$ cat src/hdl/lga_pkg.sv
// Package for the LED group animator: types, codes and constants.
// No dependencies; imported by every module of the block.
`timescale 1ns / 1ps

package lga_pkg;

    localparam int CHANNELS_DEF = 4;   // default channel count
    localparam int NUM_OUT      = 4;   // level outputs on the ports
    localparam int BRIGHT_W     = 8;
    localparam int LEVEL_W      = 16;
    localparam int PERIOD_W     = 16;
    localparam int ADDR_W       = 3;
    localparam int DATA_W       = 32;

    localparam logic [BRIGHT_W-1:0] FADE_STEP  = 8'd5;
    localparam logic [BRIGHT_W-1:0] BRIGHT_MAX = 8'hFF;
    localparam logic [NUM_OUT-1:0]  PRESENT_ALL = 4'hF;

    typedef enum logic [1:0] {
        MODE_OFF   = 2'd0,
        MODE_SOLID = 2'd1,
        MODE_BLINK = 2'd2,
        MODE_FADE  = 2'd3
    } t_mode;

    typedef enum logic [0:0] {
        REG_MAX_BRIGHT = 1'b0,
        REG_CH_PRESENT = 1'b1
    } t_reg_idx;

    typedef struct packed {
        logic [BRIGHT_W-1:0] max_brightness;
        logic [NUM_OUT-1:0]  channel_present;
    } t_cfg;

    typedef struct packed {
        logic [BRIGHT_W-1:0] bright;
        logic                rising;
    } t_fade;

endpackage

$ cat src/hdl/lga_fade.sv
// One fade step of the brightness: up or down by the fade step, bouncing at 0 and max.
// Depends on lga_pkg.
`timescale 1ns / 1ps

module lga_fade (
    input  logic [lga_pkg::BRIGHT_W-1:0] i_bright,
    input  logic                         i_rising,
    input  logic [lga_pkg::BRIGHT_W-1:0] i_max,
    output lga_pkg::t_fade               o_fade
);
    import lga_pkg::*;

    logic [BRIGHT_W:0] w_sum;

    assign w_sum = {1'b0, i_bright} + {1'b0, FADE_STEP};

    always_comb begin
        if (i_rising) begin
            // A level above a lowered maximum also lands on the maximum.
            if (w_sum >= {1'b0, i_max}) begin
                o_fade.bright = i_max;
                o_fade.rising = 1'b0;
            end else begin
                o_fade.bright = w_sum[BRIGHT_W-1:0];
                o_fade.rising = 1'b1;
            end
        end else if (i_bright <= FADE_STEP) begin
            o_fade.bright = '0;
            o_fade.rising = 1'b1;
        end else begin
            o_fade.bright = i_bright - FADE_STEP;
            o_fade.rising = 1'b0;
        end
    end

endmodule

$ cat src/hdl/lga_cfg.sv
// APB-style configuration registers of the LED group animator.
// Depends on lga_pkg.
`timescale 1ns / 1ps

module lga_cfg (
    input  logic                       i_clk,
    input  logic                       i_rst_n,
    input  logic                       psel,
    input  logic                       penable,
    input  logic                       pwrite,
    input  logic [lga_pkg::ADDR_W-1:0] paddr,
    input  logic [lga_pkg::DATA_W-1:0] pwdata,
    output logic [lga_pkg::DATA_W-1:0] prdata,
    output logic                       pready,
    output lga_pkg::t_cfg              o_cfg
);
    import lga_pkg::*;

    t_cfg     r_cfg;
    t_reg_idx w_idx;
    logic     w_wr;

    assign pready = 1'b1;
    assign w_idx  = t_reg_idx'(paddr[2]);
    assign w_wr   = psel && penable && pwrite && pready;
    assign o_cfg  = r_cfg;

    always_ff @(posedge i_clk) begin
        if (!i_rst_n) begin
            r_cfg.max_brightness  <= BRIGHT_MAX;
            r_cfg.channel_present <= PRESENT_ALL;
        end else if (w_wr) begin
            unique case (w_idx)
                REG_MAX_BRIGHT: r_cfg.max_brightness  <= pwdata[BRIGHT_W-1:0];
                REG_CH_PRESENT: r_cfg.channel_present <= pwdata[NUM_OUT-1:0];
                default: ;
            endcase
        end
    end

    always_comb begin
        unique case (w_idx)
            REG_MAX_BRIGHT: prdata = {{(DATA_W-BRIGHT_W){1'b0}}, r_cfg.max_brightness};
            REG_CH_PRESENT: prdata = {{(DATA_W-NUM_OUT){1'b0}}, r_cfg.channel_present};
            default:        prdata = '0;
        endcase
    end

endmodule

$ cat src/hdl/lga_core.sv
// Animation state, per-tick update and result handshake of the LED group animator.
// Depends on lga_pkg and lga_fade.
`timescale 1ns / 1ps

module lga_core #(
    parameter int CHANNELS = lga_pkg::CHANNELS_DEF
) (
    input  logic                                    i_clk,
    input  logic                                    i_rst_n,
    input  lga_pkg::t_cfg                           i_cfg,
    input  logic                                    i_valid,
    output logic                                    o_ready,
    input  logic [1:0]                              i_anim_mode,
    input  logic [lga_pkg::NUM_OUT-1:0]             i_led_mask,
    input  logic [lga_pkg::PERIOD_W-1:0]            i_period_ms,
    output logic                                    o_valid,
    input  logic                                    i_ready,
    output logic [lga_pkg::NUM_OUT-1:0][lga_pkg::LEVEL_W-1:0] o_levels,
    output logic [lga_pkg::NUM_OUT-1:0]             o_lit_pattern
);
    import lga_pkg::*;

    // Only the first four channels have ports and storage.
    localparam int NCH = (CHANNELS < NUM_OUT) ? CHANNELS : NUM_OUT;

    logic                r_valid;
    logic                r_mode_seen;
    t_mode               r_last_mode;
    logic [NUM_OUT-1:0]  r_pattern;
    logic [BRIGHT_W-1:0] r_bright;
    logic                r_rising;
    logic [PERIOD_W-1:0] r_ticks_left;
    logic [LEVEL_W-1:0]  r_levels [NCH];

    logic [NUM_OUT-1:0]  w_chan_bits;
    t_mode               w_mode;
    logic                w_acc;
    logic                w_any;
    logic                w_mode_chg;
    logic                w_act;
    logic [PERIOD_W-1:0] w_tl_dec;
    logic [BRIGHT_W-1:0] w_b_base;
    logic                w_rise_base;
    t_fade               w_fade;
    logic [NUM_OUT-1:0]  n_pattern;
    logic [BRIGHT_W-1:0] n_bright;
    logic                n_rising;
    logic [PERIOD_W-1:0] n_ticks_left;
    logic [LEVEL_W-1:0]  w_square;

    assign w_mode  = t_mode'(i_anim_mode);
    assign o_ready = !r_valid || i_ready;
    assign w_acc   = i_valid && o_ready;
    assign o_valid = r_valid;

    always_comb begin
        for (int i = 0; i < NUM_OUT; i++) begin
            w_chan_bits[i] = (i < NCH);
        end
    end

    assign w_tl_dec    = (r_ticks_left != '0) ? r_ticks_left - 16'd1 : r_ticks_left;
    assign w_any       = |i_cfg.channel_present;
    assign w_mode_chg  = w_any && (!r_mode_seen || (w_mode != r_last_mode));
    assign w_act       = w_any && (w_mode_chg || (w_tl_dec == '0));
    assign w_b_base    = w_mode_chg ? i_cfg.max_brightness : r_bright;
    assign w_rise_base = w_mode_chg ? 1'b0 : r_rising;

    lga_fade u_fade (
        .i_bright (w_b_base),
        .i_rising (w_rise_base),
        .i_max    (i_cfg.max_brightness),
        .o_fade   (w_fade)
    );

    always_comb begin
        n_pattern    = r_pattern;
        n_bright     = w_b_base;
        n_rising     = w_rise_base;
        n_ticks_left = w_mode_chg ? '0 : w_tl_dec;
        if (w_act) begin
            case (w_mode)
                MODE_OFF:   n_pattern = '0;
                MODE_SOLID: n_pattern = i_led_mask;
                MODE_BLINK: n_pattern = ~r_pattern & i_led_mask;
                MODE_FADE: begin
                    n_pattern = r_pattern & i_led_mask;
                    n_bright  = w_fade.bright;
                    n_rising  = w_fade.rising;
                end
                default: ;
            endcase
            if (w_mode inside {MODE_BLINK, MODE_FADE}) begin
                n_ticks_left = i_period_ms;
            end
            n_pattern = n_pattern & w_chan_bits;
        end
    end

    assign w_square = {{(LEVEL_W-BRIGHT_W){1'b0}}, n_bright}
                    * {{(LEVEL_W-BRIGHT_W){1'b0}}, n_bright};

    always_ff @(posedge i_clk) begin
        if (!i_rst_n) begin
            r_valid      <= 1'b0;
            r_mode_seen  <= 1'b0;
            r_last_mode  <= MODE_OFF;
            r_pattern    <= '0;
            r_bright     <= BRIGHT_MAX;
            r_rising     <= 1'b0;
            r_ticks_left <= '0;
            for (int i = 0; i < NCH; i++) begin
                r_levels[i] <= '0;
            end
        end else begin
            if (w_acc) begin
                r_valid <= 1'b1;
            end else if (i_ready) begin
                r_valid <= 1'b0;
            end
            if (w_acc) begin
                r_ticks_left <= n_ticks_left;
                if (w_mode_chg) begin
                    r_mode_seen <= 1'b1;
                    r_last_mode <= w_mode;
                end
                if (w_act) begin
                    r_pattern <= n_pattern;
                    r_bright  <= n_bright;
                    r_rising  <= n_rising;
                    for (int i = 0; i < NCH; i++) begin
                        if (i_cfg.channel_present[i]) begin
                            r_levels[i] <= n_pattern[i] ? w_square : '0;
                        end
                    end
                end
            end
        end
    end

    // The state registers change only on an accepted tick, which happens only
    // when the result slot is free or drains in the same cycle, so they double
    // as the result register.
    always_comb begin
        for (int i = 0; i < NUM_OUT; i++) begin
            o_levels[i] = '0;
        end
        for (int i = 0; i < NCH; i++) begin
            o_levels[i] = r_levels[i];
        end
    end

    assign o_lit_pattern = r_pattern;

endmodule

$ cat src/hdl/led_group_animator_top.sv
// Top level of the LED group animator: configuration registers and animation core.
// Depends on lga_pkg, lga_cfg and lga_core.
`timescale 1ns / 1ps

// Channel   Handshake                  Payload
// -------   -------------------------  -------------------------------------------
// tick in   i_valid / o_ready          i_anim_mode, i_led_mask, i_period_ms
// result    o_valid / i_ready          o_level_0 .. o_level_3, o_lit_pattern
// config    psel, penable, pwrite      paddr, pwdata, prdata (pready tied high)
//
// One tick is accepted per clock cycle unless the consumer stalls. Its result
// appears in the cycle after acceptance; the path in between is one countdown
// compare, one fade add and the 8 by 8 brightness square. The result register
// holds a result while the consumer stalls, and a new tick is accepted in any
// cycle in which that register is empty or is being read. Reset is synchronous
// and active low; it restores the registers to full brightness with all
// channels present and clears the pattern, the levels and the countdown.

module led_group_animator_top #(
    parameter int CHANNELS = lga_pkg::CHANNELS_DEF
) (
    input  logic                         i_clk,
    input  logic                         i_rst_n,
    // Tick transactions.
    input  logic                         i_valid,
    output logic                         o_ready,
    input  logic [1:0]                   i_anim_mode,
    input  logic [3:0]                   i_led_mask,
    input  logic [lga_pkg::PERIOD_W-1:0] i_period_ms,
    // Result transactions.
    output logic                         o_valid,
    input  logic                         i_ready,
    output logic [lga_pkg::LEVEL_W-1:0]  o_level_0,
    output logic [lga_pkg::LEVEL_W-1:0]  o_level_1,
    output logic [lga_pkg::LEVEL_W-1:0]  o_level_2,
    output logic [lga_pkg::LEVEL_W-1:0]  o_level_3,
    output logic [3:0]                   o_lit_pattern,
    // Register port.
    input  logic                         psel,
    input  logic                         penable,
    input  logic                         pwrite,
    input  logic [lga_pkg::ADDR_W-1:0]   paddr,
    input  logic [lga_pkg::DATA_W-1:0]   pwdata,
    output logic [lga_pkg::DATA_W-1:0]   prdata,
    output logic                         pready
);
    import lga_pkg::*;

    t_cfg                             w_cfg;
    logic [NUM_OUT-1:0][LEVEL_W-1:0]  w_levels;

    // Register 0 is the maximum brightness, register 1 the present channels.
    lga_cfg u_cfg (
        .i_clk   (i_clk),
        .i_rst_n (i_rst_n),
        .psel    (psel),
        .penable (penable),
        .pwrite  (pwrite),
        .paddr   (paddr),
        .pwdata  (pwdata),
        .prdata  (prdata),
        .pready  (pready),
        .o_cfg   (w_cfg)
    );

    // The core runs the countdown, the mode logic and the fade, and keeps the
    // stored level of each channel. A channel that is not present keeps its
    // level; channels beyond the parameter read as zero.
    lga_core #(
        .CHANNELS (CHANNELS)
    ) u_core (
        .i_clk         (i_clk),
        .i_rst_n       (i_rst_n),
        .i_cfg         (w_cfg),
        .i_valid       (i_valid),
        .o_ready       (o_ready),
        .i_anim_mode   (i_anim_mode),
        .i_led_mask    (i_led_mask),
        .i_period_ms   (i_period_ms),
        .o_valid       (o_valid),
        .i_ready       (i_ready),
        .o_levels      (w_levels),
        .o_lit_pattern (o_lit_pattern)
    );

    assign o_level_0 = w_levels[0];
    assign o_level_1 = w_levels[1];
    assign o_level_2 = w_levels[2];
    assign o_level_3 = w_levels[3];

endmodule

$ cat config.mk
export PLATFORM = sky130hd
export DESIGN_NAME = led_group_animator_top
export DESIGN_NICKNAME = d
export VERILOG_FILES = /design/src/hdl/lga_pkg.sv /design/src/hdl/lga_fade.sv /design/src/hdl/lga_cfg.sv /design/src/hdl/lga_core.sv /design/src/hdl/led_group_animator_top.sv
export SDC_FILE = /design/constraint.sdc
export NUM_CORES = 1
export LEC_CHECK = 0
export ABC_AREA = 1
export ABC_CLOCK_PERIOD_IN_PS = 7900
export BUFFER_PORTS_ARGS = -buffer_cell sky130_fd_sc_hd__buf_2
export CAP_MARGIN = 10
export CORE_MARGIN = 10
export CORE_UTILIZATION = 52
export CTS_BUF_LIST = sky130_fd_sc_hd__clkbuf_8
export DETAILED_ROUTE_END_ITERATION = 7
export GPL_ROUTABILITY_DRIVEN = 1
export PLACE_DENSITY = 0.82
export SKIP_CTS_REPAIR_TIMING = 1
export SLEW_MARGIN = 10
export SYNTH_ARGS = -nofsm -noshare
export SYNTH_HDL_FRONTEND = slang
export SYNTH_SLANG_ARGS = --single-unit
$ cat constraint.sdc
create_clock -name i_clk -period 7.9 [get_ports i_clk]
set_input_delay 0.79 -clock i_clk [delete_from_list [all_inputs] [get_ports i_clk]]
set_output_delay 0.79 -clock i_clk [all_outputs]
set_load 0.01 [all_outputs]
==> key figures, run 1 <==
Outcome
  – Status: completed

Synthesis
  – Synth top area share: 0.2377
  – Mux contribution to synthesized area: 0
  – Seq/Total Area, Yosys: 0.3565
  – Syn. warnings: 0
  – Compound-Gate Fraction of Synth Area: 0.1244
  – Simple-gate area share of the yosys netlist: 0.2449
  – Mapped Cells: 979
  – Synth top area cells: edfxtp_1, dfxtp_1, nand2_1
  – Mapped Area: 0.007581 mm²
  – Syn avg cell area: 7.744 µm²
  – Area leader, netlist: edfxtp_1
  – XOR/XNOR share of the synthesized area: 0.02195
  – Synth Area in Adders: 0.1317
  – #FFs+latches synth: 105
  – Unique masters post-synth: 41
  – Largest family of logic cells by synthesized area: simple AND/OR/NAND/NOR gates

STA
  – Max_slew headroom: 0.3983
  – Worst Tran Pin Value: 0.9015 ns
  – Slew Viols, Final: 0
  – Post-route worst setup slack: 0.4350 ns
  – Final setup violation count: 0
  – Setup Skew: 0.01241 ns
  – Final number of hold-violating endpoints: 0
  – Max Freq: 0.1340 GHz
  – Hold Worst Slack: 0.4747 ns
  – Final min period: 7.465 ns
  – Final Cycle Share: 0.9449

Finish
  – # fillers: 1,306
  – Diodes inserted: 0
  – Syn-to-layout area delta: 15.35%
  – Final nets: 1,248
  – Fraction of layout cells with a size suffix above 1: 0.2164

Setup path
  – Most used cell along the critical path: nand2_1
  – CP max stage cell: fa_1
  – Startpoint class of the critical path: input pin
  – Crit path DAT: 7.57 ns
  – Crit path max fanout: 7
  – CP max stage delay: 0.55 ns
  – Reg2reg start: u_cfg.o_cfg[3]
  – Worst Setup End Kind: register
  – Critical path required time: 8.01 ns
  – CP Launch Point: i_anim_mode[1]
  – Worst Setup Path Type: input pin to register

Floorplanning
  – Core Area: 0.01442 mm²
  – Rows: 44
  – Full die area: 0.01981 mm²
  – Die width: 140.7 µm
  – Die Y-Extent: 140.7 µm
  – Total I/O pin count: 167
  – Initial core utilization: 0.5256

Run
  – Max-cap violations: 0

Drt
  – Vias per cell: 5.216
  – DRT Pass-1 Iters: 5
  – DR WL/cell: 14.86 µm
  – Via count: 6,817
  – Initial DRC Count: 619
  – Residual DRC: 0
  – Total routed wirelength: 19.42 mm
  – ANT nets after route: 0

Global route
  – First-pass GRT wire length: 31.55 mm
  – Initial antenna violation count: 0
  – Grt total ovfl: 0
  – Global-route total usage across every layer: 0.1877
  – Pin count of the biggest net entering global routing: 33
  – Number of global-route vias before repair: 6,502

Placed design
  – Input/output buffers: 111
  – Post-DP HPWL: 15.27 mm
  – Final Wtd Congestion: 0.9318
  – Post-place setup slack: -0.2236 ns

Power and ir drop
  – Leakage: 4.611 nW
  – Final Power: 3.827 mW
  – Pwr dens: 437.7 mW/mm²
  – VDD IR max: 0.4871 mV

CTS
  – TritonCTS clock tree: done
  – CTS clk-pin slew, worst paths: 0.10 ns
  – Clk_lat worst skew: 0.37 ns
  – Worst-case clock buffer depth: 2
  – H-tree lvl count: 3
  – TritonCTS Buffers: 9
  – Root Buffer: clkbuf_8
  – Clock sinks: 105

Min path
  – Hold crit path type: register to register
  – Worst Min Path Start: u_core.r_mode_seen
-- cells by family after synthesis --
group | Yosys count
fa+ha+maj | 66
buf+inv | 197
simple gates | 418
other cells | 2
compound gates | 172
xor+xnor | 19
flops | 105
-- flip-flops by register name (all words and copies together) (netlist names) --
register,cells
u_core.o_valid,1
u_cfg.o_cfg,12
u_core.r_mode_seen,1
u_core.r_ticks_left,16
u_core.r_last_mode,2
u_core.r_rising,1
u_core.r_bright,8
u_core.r_levels,60
u_core.o_lit_pattern,4
-- placed cells by master, fill, tap and decap left out, types with 5 or more instances in the layout --
master	synthesis	layout
o21bai_1	5	5
nand3_1	51	50
nor2_1	131	130
nand2_2	21	22
fa_1	23	23
xnor2_1	8	6
o21ai_1	9	18
o21ai_2	4	6
nand4_1	6	6
nand2_4	5	5
o211ai_1	14	14
conb_1	2	29
clkbuf_8	0	10
nor2_4	5	5
nand2_1	183	183
inv_1	133	132
inv_2	7	9
dfxtp_1	45	45
buf_4	30	45
a21oi_1	73	69
ha_1	43	41
o21ai_0	60	49
xor2_1	11	10
edfxtp_1	60	60
buf_2	6	111
-- layer usage --
| metal | part of all wire | global-route usage | vias to the layer above |
|---|---|---|---|
| met3 | 0.060 | 0.02721 | 24 |
| met1 | 0.44 | 0.2473 | 3167 |
| met2 | 0.48 | 0.3148 | 234 |
| met4 | 0.014 | 0.04891 | 0 |
| li1 | - | - | 3392 |
| met5 | 0 | 0 | - |
-- worst max-delay path, delay by kind of cell --
kind                     cells  cell delay [ns]
AO/OA/AOI/OAI               10             1.33
adder cells (fa/ha/maj)      7             2.84
XOR/XNOR                     1             0.15
AND/OR/NAND/NOR             17             1.55
buffers and inverters       10             0.87
-- cells in the mapped netlist, drive strengths merged --
cell type / instances
nand3: 52
nand4: 7
conb: 2
o31ai: 1
inv: 140
a21oi: 73
nand2: 209
o21ai: 73
fa: 23
and2: 2
a31o: 1
o211ai: 14
o2111ai: 2
clkinv: 1
xnor2: 8
or2: 1
dfxtp: 45
buf: 43
a211oi: 2
nor2: 139
nand3b: 3
xor2: 11
a31oi: 1
nor3: 5
clkbuf: 13
o21bai: 5
ha: 43
edfxtp: 60
-- worst paths after layout --
kind | end | slack, ns | cells after the start
setup / recovery | u_core.r_levels[0][30] | 0.43 | 45
hold / removal | u_core.r_mode_seen | 0.47 | 2
setup reg to reg | u_core.r_levels[0][30] | 0.54 | 41
hold reg to reg | u_core.r_mode_seen | 0.47 | 2
-- cell type report --
| class | count | area (µm²) | share of cell area |
|---|---|---|---|
| Clock buffer | 10 | 137.6 | 0.01574 |
| Clock inverter | 6 | 73.82 | 0.008442 |
| Inverter | 141 | 530.5 | 0.06067 |
| Multi-Input combinational cell | 705 | 4177 | 0.4776 |
| Sequential cell | 105 | 2703 | 0.3091 |
| Tap cell | 184 | 230.2 | 0.02633 |
| Timing Repair Buffer | 156 | 893.4 | 0.1022 |
-- through the flow --
step,instances,TNS [ns],cell area (µm²),util
finish,1307,0,8745,0.6063
detailed placement,1289,-2.401,8423,0.5840
floorplan,1006,0,7682,-
global placement,1289,-0.3123,8423,0.5840
CTS,1305,0,8635,0.5986
global route,1307,-0.4761,8745,0.6063
-- power by group --
part	total [mW]	internal, mW	leakage [nW]	switching (mW)
logic	2.75	1.06	3.47	1.68
registers	0.729	0.694	1.03	0.0349
clock network	0.350	0.160	0.112	0.190
total	3.83	1.92	4.61	1.91
Power figures use the tool's default switching activity.
==> run 2, diff against run 1 <==
--- a/config.mk
+++ b/config.mk
@@ -9,12 +9,13 @@
 export ABC_CLOCK_PERIOD_IN_PS = 7900
 export BUFFER_PORTS_ARGS = -buffer_cell sky130_fd_sc_hd__buf_2
 export CAP_MARGIN = 10
-export CORE_MARGIN = 10
+export CORE_MARGIN = 5
 export CORE_UTILIZATION = 52
 export CTS_BUF_LIST = sky130_fd_sc_hd__clkbuf_8
 export DETAILED_ROUTE_END_ITERATION = 7
 export GPL_ROUTABILITY_DRIVEN = 1
 export PLACE_DENSITY = 0.82
+export REMOVE_ABC_BUFFERS = 1
 export SKIP_CTS_REPAIR_TIMING = 1
 export SLEW_MARGIN = 10
 export SYNTH_ARGS = -nofsm -noshare
==> run 2 against run 1 <==
  * Sequential power is essentially flat
  * Combinational power fell by 2%
  * Clock skew decreased by 0.00076 ns
  * Fmax grew 1.1%
  * Register-to-register slack better by 0.04 ns
  * Critical path type unchanged
  * Sequential share of layout area decreased by 0.15 points
==> key figures, run 2 (synthesis results as in run 1) <==
Finish
  – Reg area: 0.002703 mm² (unchanged)
  – Most common cell after layout, fill and taps aside: nand2_1
  – Multi-input gate area: 0.004131 mm² (-1.1%)
  – Most frequent cells in the layout: nand2_1, inv_1, nor2_1, buf_2, a21oi_1
  – Design area: 0.008786 mm² (+0.47%)
  – Final nets: 1,261 (+1.0%)
  – Diodes inserted: 0 (unchanged)
  – Top reg by flops: u_core.r_levels
  – Final core occ: 0.6091 (+0.002863)
  – Syn-to-layout area delta: 15.89%
  – Largest register FFs: 60 (unchanged)
  – # fillers: 1,242 (-4.9%)
  – Final non-filler cell total: 1,320 (+0.99%)
  – Fraction of layout cells with a size suffix above 1: 0.2262 (+0.009848)

STA
  – Max Freq: 0.1355 GHz (+1.1%)
  – Post-route worst setup slack: 0.5174 ns (+0.08244 ns)
  – Final min period: 7.383 ns (-0.08244 ns)
  – TNS Setup: 0 ns (unchanged)
  – Final number of hold-violating endpoints: 0 (unchanged)
  – Hold Worst Slack: 0.4854 ns (+0.01071 ns)
  – Worst Tran Pin Value: 0.9004 ns (-0.001082 ns)
  – Slew Viols, Final: 0 (unchanged)
  – Max_slew headroom: 0.3975 (-0.0008350)
  – Setup Skew: 0.01164 ns (-0.0007622 ns)
  – Final Cycle Share: 0.9345 (-0.01044)
  – Final setup violation count: 0 (unchanged)

Setup path
  – Critical path required time: 8.02 ns (about the same)
  – CP max stage delay: 0.57 ns (+0.02 ns)
  – Worst Setup Path Type: input pin to register
  – Worst Setup End Kind: register
  – Crit path DAT: 7.51 ns (-0.06 ns)
  – Crit path max fanout: 8 (+1)
  – Startpoint class of the critical path: input pin
  – CP max stage cell: fa_1
  – Crit-path leading delay family: adder cells
  – Buffers & Inverters on Critical Path: 8 (-2)

Global route
  – Global-route total usage across every layer: 0.2236 (+0.03584)
  – First-pass GRT wire length: 30.44 mm (-3.5%)
  – Grt total ovfl: 0 (unchanged)
  – Pin count of the biggest net entering global routing: 33 (unchanged)
  – Number of global-route vias before repair: 6,192 (-4.8%)
  – Initial antenna violation count: 0 (unchanged)

Placed design
  – Dpl cell area: 0.008528 mm² (+1.2%)
  – Final Wtd Congestion: 0.9624 (+3.3%)
  – Post-DP HPWL: 15.16 mm (-0.70%)
  – Placed insts: 1,303 (+1.1%)
  – Post-place setup slack: -0.3001 ns (-0.07654 ns)
  – Input/output buffers: 111 (unchanged)

CTS
  – Root Buffer: clkbuf_8
  – TritonCTS Buffers: 9 (unchanged)
  – H-tree lvl count: 3 (unchanged)
  – Worst-case clock buffer depth: 2 (unchanged)
  – CTS clk-pin slew, worst paths: 0.11 ns (about the same)
  – Clock sinks: 105 (unchanged)
  – Clk_lat worst skew: 0.39 ns (+0.02 ns)
  – TritonCTS clock tree: done

Drt
  – DR WL/cell: 14.62 µm (-1.6%)
  – ANT nets after route: 0 (unchanged)
  – Vias per cell: 5.172 (-0.84%)
  – Initial DRC Count: 679 (+9.7%)
  – DRT Pass-1 Iters: 5 (unchanged)
  – Residual DRC: 0 (unchanged)
  – Via count: 6,827 (+0.15%)
  – Total routed wirelength: 19.30 mm (-0.63%)

Power and ir drop
  – Leakage: 4.648 nW (+0.79%)
  – VDD IR max: 0.4570 mV (-6.2%)
  – Pwr dens: 428.7 mW/mm² (-2.1%)
  – Final Power: 3.766 mW (-1.6%)

Floorplanning
  – Rows: 44 (unchanged)
  – Die Y-Extent: 130.7 µm (-7.1%)
  – Die width: 130.7 µm (-7.1%)
  – Core Area: 0.01442 mm² (unchanged)
  – Initial core utilization: 0.5256 (unchanged)
  – Full die area: 0.01709 mm² (-14%)
  – Total I/O pin count: 167 (unchanged)

Min path
  – Hold crit path type: register to register

Outcome
  – Status: completed

Run
  – Max-cap violations: 0 (unchanged)
run 2: changes by cell type in the layout (fill, tap and decap cells not counted), sizes merged:
cell,change
buf,+14
bufinv,-1
clkbuf,-1
clkinv,+1
clkinvlp,+1
nand2,-1
run 2: worst min-delay path, delay by kind of cell (launching register included):
family	cells	cell delay [ns]
compound gates	1	0.06
flops	1	0.32
buf+inv	1	0.06
run 2: final timing paths:
path	start	endpoint	slack (ns)	depth (start not counted)
setup / recovery	i_anim_mode[1]	u_core.r_levels[0][62]	0.52	44
hold / removal	u_core.r_rising	u_core.r_rising	0.49	2
setup reg to reg	u_cfg.o_cfg[2]	u_core.r_levels[0][62]	0.58	40
hold reg to reg	u_core.r_rising	u_core.r_rising	0.49	2
run 2: report_power, final:
| part | internal (mW) | switching (mW) | total [mW] |
|---|---|---|---|
| combinational | 1.14 | 1.57 | 2.70 |
| clock | 0.124 | 0.210 | 0.334 |
| sequential | 0.694 | 0.0364 | 0.731 |
run 2: cell type report:
type,instances,area share
flip-flops and latches,105,0.3076
well taps,184,0.02620
multi-input cells,704,0.4702
inverters,141,0.06038
repair buffers,170,0.1136
clock inverters,7,0.007833
clock buffers,9,0.01410
run 2: metal layers:
| metal | share of wire | global-route usage |
|---|---|---|
| met5 | 0 | 0 |
| met4 | 0.013 | 0.05263 |
| met3 | 0.068 | 0.03049 |
| met2 | 0.48 | 0.3717 |
| met1 | 0.44 | 0.3115 |
==> run 3, diff against run 2 <==
--- a/config.mk
+++ b/config.mk
@@ -7,7 +7,7 @@
 export LEC_CHECK = 0
 export ABC_AREA = 1
 export ABC_CLOCK_PERIOD_IN_PS = 7900
-export BUFFER_PORTS_ARGS = -buffer_cell sky130_fd_sc_hd__buf_2
+export BUFFER_PORTS_ARGS = -buffer_cell sky130_fd_sc_hd__buf_4
 export CAP_MARGIN = 10
 export CORE_MARGIN = 5
 export CORE_UTILIZATION = 52
==> run 3 against run 2 <==
  * Global-route usage grew 0.71 points
  * Final cell count is essentially flat
  * Critical endpoint is now u_core.r_levels[0][31]
  * Critical path depth is the same
  * Largest cell class unchanged
==> key figures, run 3 (synthesis results as in run 1) <==
Floorplanning
  – Initial core utilization: 0.5256 (unchanged)
  – Full die area: 0.01709 mm² (unchanged)
  – Total I/O pin count: 167 (unchanged)
  – Core Area: 0.01442 mm² (unchanged)
  – Die width: 130.7 µm (unchanged)
  – Rows: 44 (unchanged)
  – Die Y-Extent: 130.7 µm (unchanged)

Placed design
  – Input/output buffers: 111 (unchanged)
  – Post-place setup slack: -0.2926 ns (+0.007553 ns)
  – Final Wtd Congestion: 0.9459 (-1.7%)
  – Post-DP HPWL: 15.30 mm (+0.91%)
  – Dpl cell area: 0.008806 mm² (+3.3%)

Setup path
  – CP Launch Point: i_anim_mode[0]
  – Worst Setup Path Type: input pin to register
  – Crit path DAT: 7.61 ns (+0.10 ns)
  – Crit Reg-Reg Endpoint: u_core.r_levels[0][31]
  – R2R depth: 42 (+5.0%)
  – Critical path required time: 8.02 ns (about the same)
  – Worst Setup End Kind: register
  – Capture point of the worst path: u_core.r_levels[0][31]
  – Startpoint class of the critical path: input pin
  – CP max stage delay: 0.57 ns (about the same)
  – Crit path max fanout: 7 (-1)
  – CP max stage cell: fa_1
  – Reg2reg start: u_cfg.o_cfg[2]
  – Flop-to-flop setup slack: 0.46 ns (-0.12 ns)

Finish
  – Diodes inserted: 0 (unchanged)
  – Syn-to-layout area delta: 19.48%
  – Design area: 0.009057 mm² (+3.1%)
  – Final nets: 1,262 (+0.079%)
  – Final core occ: 0.6279 (+0.01882)
  – Fraction of layout cells with a size suffix above 1: 0.2234 (-0.002837)
  – Most frequent cells in the layout: nand2_1, buf_4, inv_1, nor2_1, a21oi_1
  – Largest register FFs: 60 (unchanged)
  – Most common cell after layout, fill and taps aside: nand2_1
  – Top reg by flops: u_core.r_levels

STA
  – Final Cycle Share: 0.9489 (+0.01441)
  – Post-route worst setup slack: 0.4036 ns (-0.1139 ns)
  – Final min period: 7.496 ns (+0.1139 ns)
  – Max Freq: 0.1334 GHz (-1.5%)
  – Slew Viols, Final: 0 (unchanged)
  – Worst Tran Pin Value: 0.8955 ns (-0.004964 ns)
  – Final setup violation count: 0 (unchanged)
  – Setup Skew: 0.01140 ns (-0.0002464 ns)
  – RSZ-0062 raised after global routing: false
  – Final number of hold-violating endpoints: 0 (unchanged)
  – Max_slew headroom: 0.4008 (+0.003322)

Drt
  – Via count: 6,916 (+1.3%)
  – ANT nets after route: 0 (unchanged)
  – DRT Pass-1 Iters: 5 (unchanged)
  – Total routed wirelength: 19.65 mm (+1.8%)
  – Residual DRC: 0 (unchanged)
  – Vias per cell: 5.235 (+1.2%)
  – Initial DRC Count: 520 (-23%)
  – DR WL/cell: 14.88 µm (+1.7%)

CTS
  – CTS clk-pin slew, worst paths: 0.11 ns (about the same)
  – Clk_lat worst skew: 0.38 ns (about the same)
  – Worst-case clock buffer depth: 2 (unchanged)
  – Clock sinks: 105 (unchanged)
  – TritonCTS Buffers: 9 (unchanged)
  – TritonCTS clock tree: done
  – H-tree lvl count: 3 (unchanged)
  – Root Buffer: clkbuf_8

Power and ir drop
  – Leakage: 4.718 nW (+1.5%)
  – VDD IR max: 0.4356 mV (-4.7%)
  – Pwr dens: 413.8 mW/mm² (-3.5%)

Global route
  – Global-route total usage across every layer: 0.2307 (+0.007150)
  – Pin count of the biggest net entering global routing: 33 (unchanged)
  – Grt total ovfl: 0 (unchanged)
  – First-pass GRT wire length: 31.43 mm (+3.2%)
  – Number of global-route vias before repair: 6,413 (+3.6%)
  – Initial antenna violation count: 0 (unchanged)

Min path
  – Hold crit path type: register to register

Outcome
  – Status: completed

Run
  – Max-cap violations: 0 (unchanged)
-- run 3: cell count changes in the layout (fill, tap and decap cells not counted), moves of 2 or more --
cell	change
a21oi_2	-2
buf_4	+112
buf_2	-111
nor3_1	+2
a21oi_1	+2
nor3_2	-2
-- run 3: worst max-delay path: cells and delay by family --
family	cells	cell delay (ns)
AOI/OAI and AO/OA	9	1.23
adders and majority gates	7	2.83
buffers and inverters	8	0.81
and+or+nand+nor	20	1.94
-- run 3: metrics by stage --
stage / setup TNS [ns] / power [mW] / hold slack [ns] / instances
final: 0 / 3.748 / 0.4831 / 1321
after global routing: 0 / 4.091 / 0.5117 / 1321
after CTS: 0 / 3.613 / 0.4786 / 1319
after detailed placement: -3.002 / 3.241 / 0.4568 / 1303
after global placement: -0.7237 / 3.139 / 0.4532 / 1303
after floorplan: 0 / 2.310 / 0.4405 / 950
-- run 3: final cells by class --
type,instances,area [µm²]
Fill cell,1259,5366
Multi-Input combinational cell,704,4118
Sequential cell,105,2703
Timing Repair Buffer,171,1284
Inverter,141,530.5
Tap cell,184,230.2
Clock buffer,9,123.9
Clock inverter,7,68.82
-- run 3: how the worst min path moves through the flow --
stage	start	end	slack (ns)	depth (start not counted)
final	u_core.r_rising	u_core.r_rising	0.48	2
after global routing	u_core.r_bright[2]	u_core.r_bright[2]	0.51	2
after CTS	u_core.r_rising	u_core.r_rising	0.48	2
after detailed placement	u_core.r_mode_seen	u_core.r_mode_seen	0.46	2
after global placement	u_core.r_mode_seen	u_core.r_mode_seen	0.45	2
after floorplan	u_core.r_rising	u_core.r_rising	0.44	2
-- run 3: metal layers --
layer | up-vias | track usage | part of all wire
met5 | - | 0 | 0
met2 | 260 | 0.3972 | 0.49
met3 | 14 | 0.02276 | 0.074
met4 | 0 | 0.05142 | 0.0092
met1 | 3219 | 0.3167 | 0.43
li1 | 3423 | - | -
-- run 3: report_power, final --
| group | internal [mW] | switching (mW) | leakage [nW] |
|---|---|---|---|
| clock network | 0.124 | 0.206 | 0.0968 |
| registers | 0.695 | 0.0403 | 1.03 |
| logic | 1.09 | 1.59 | 3.60 |
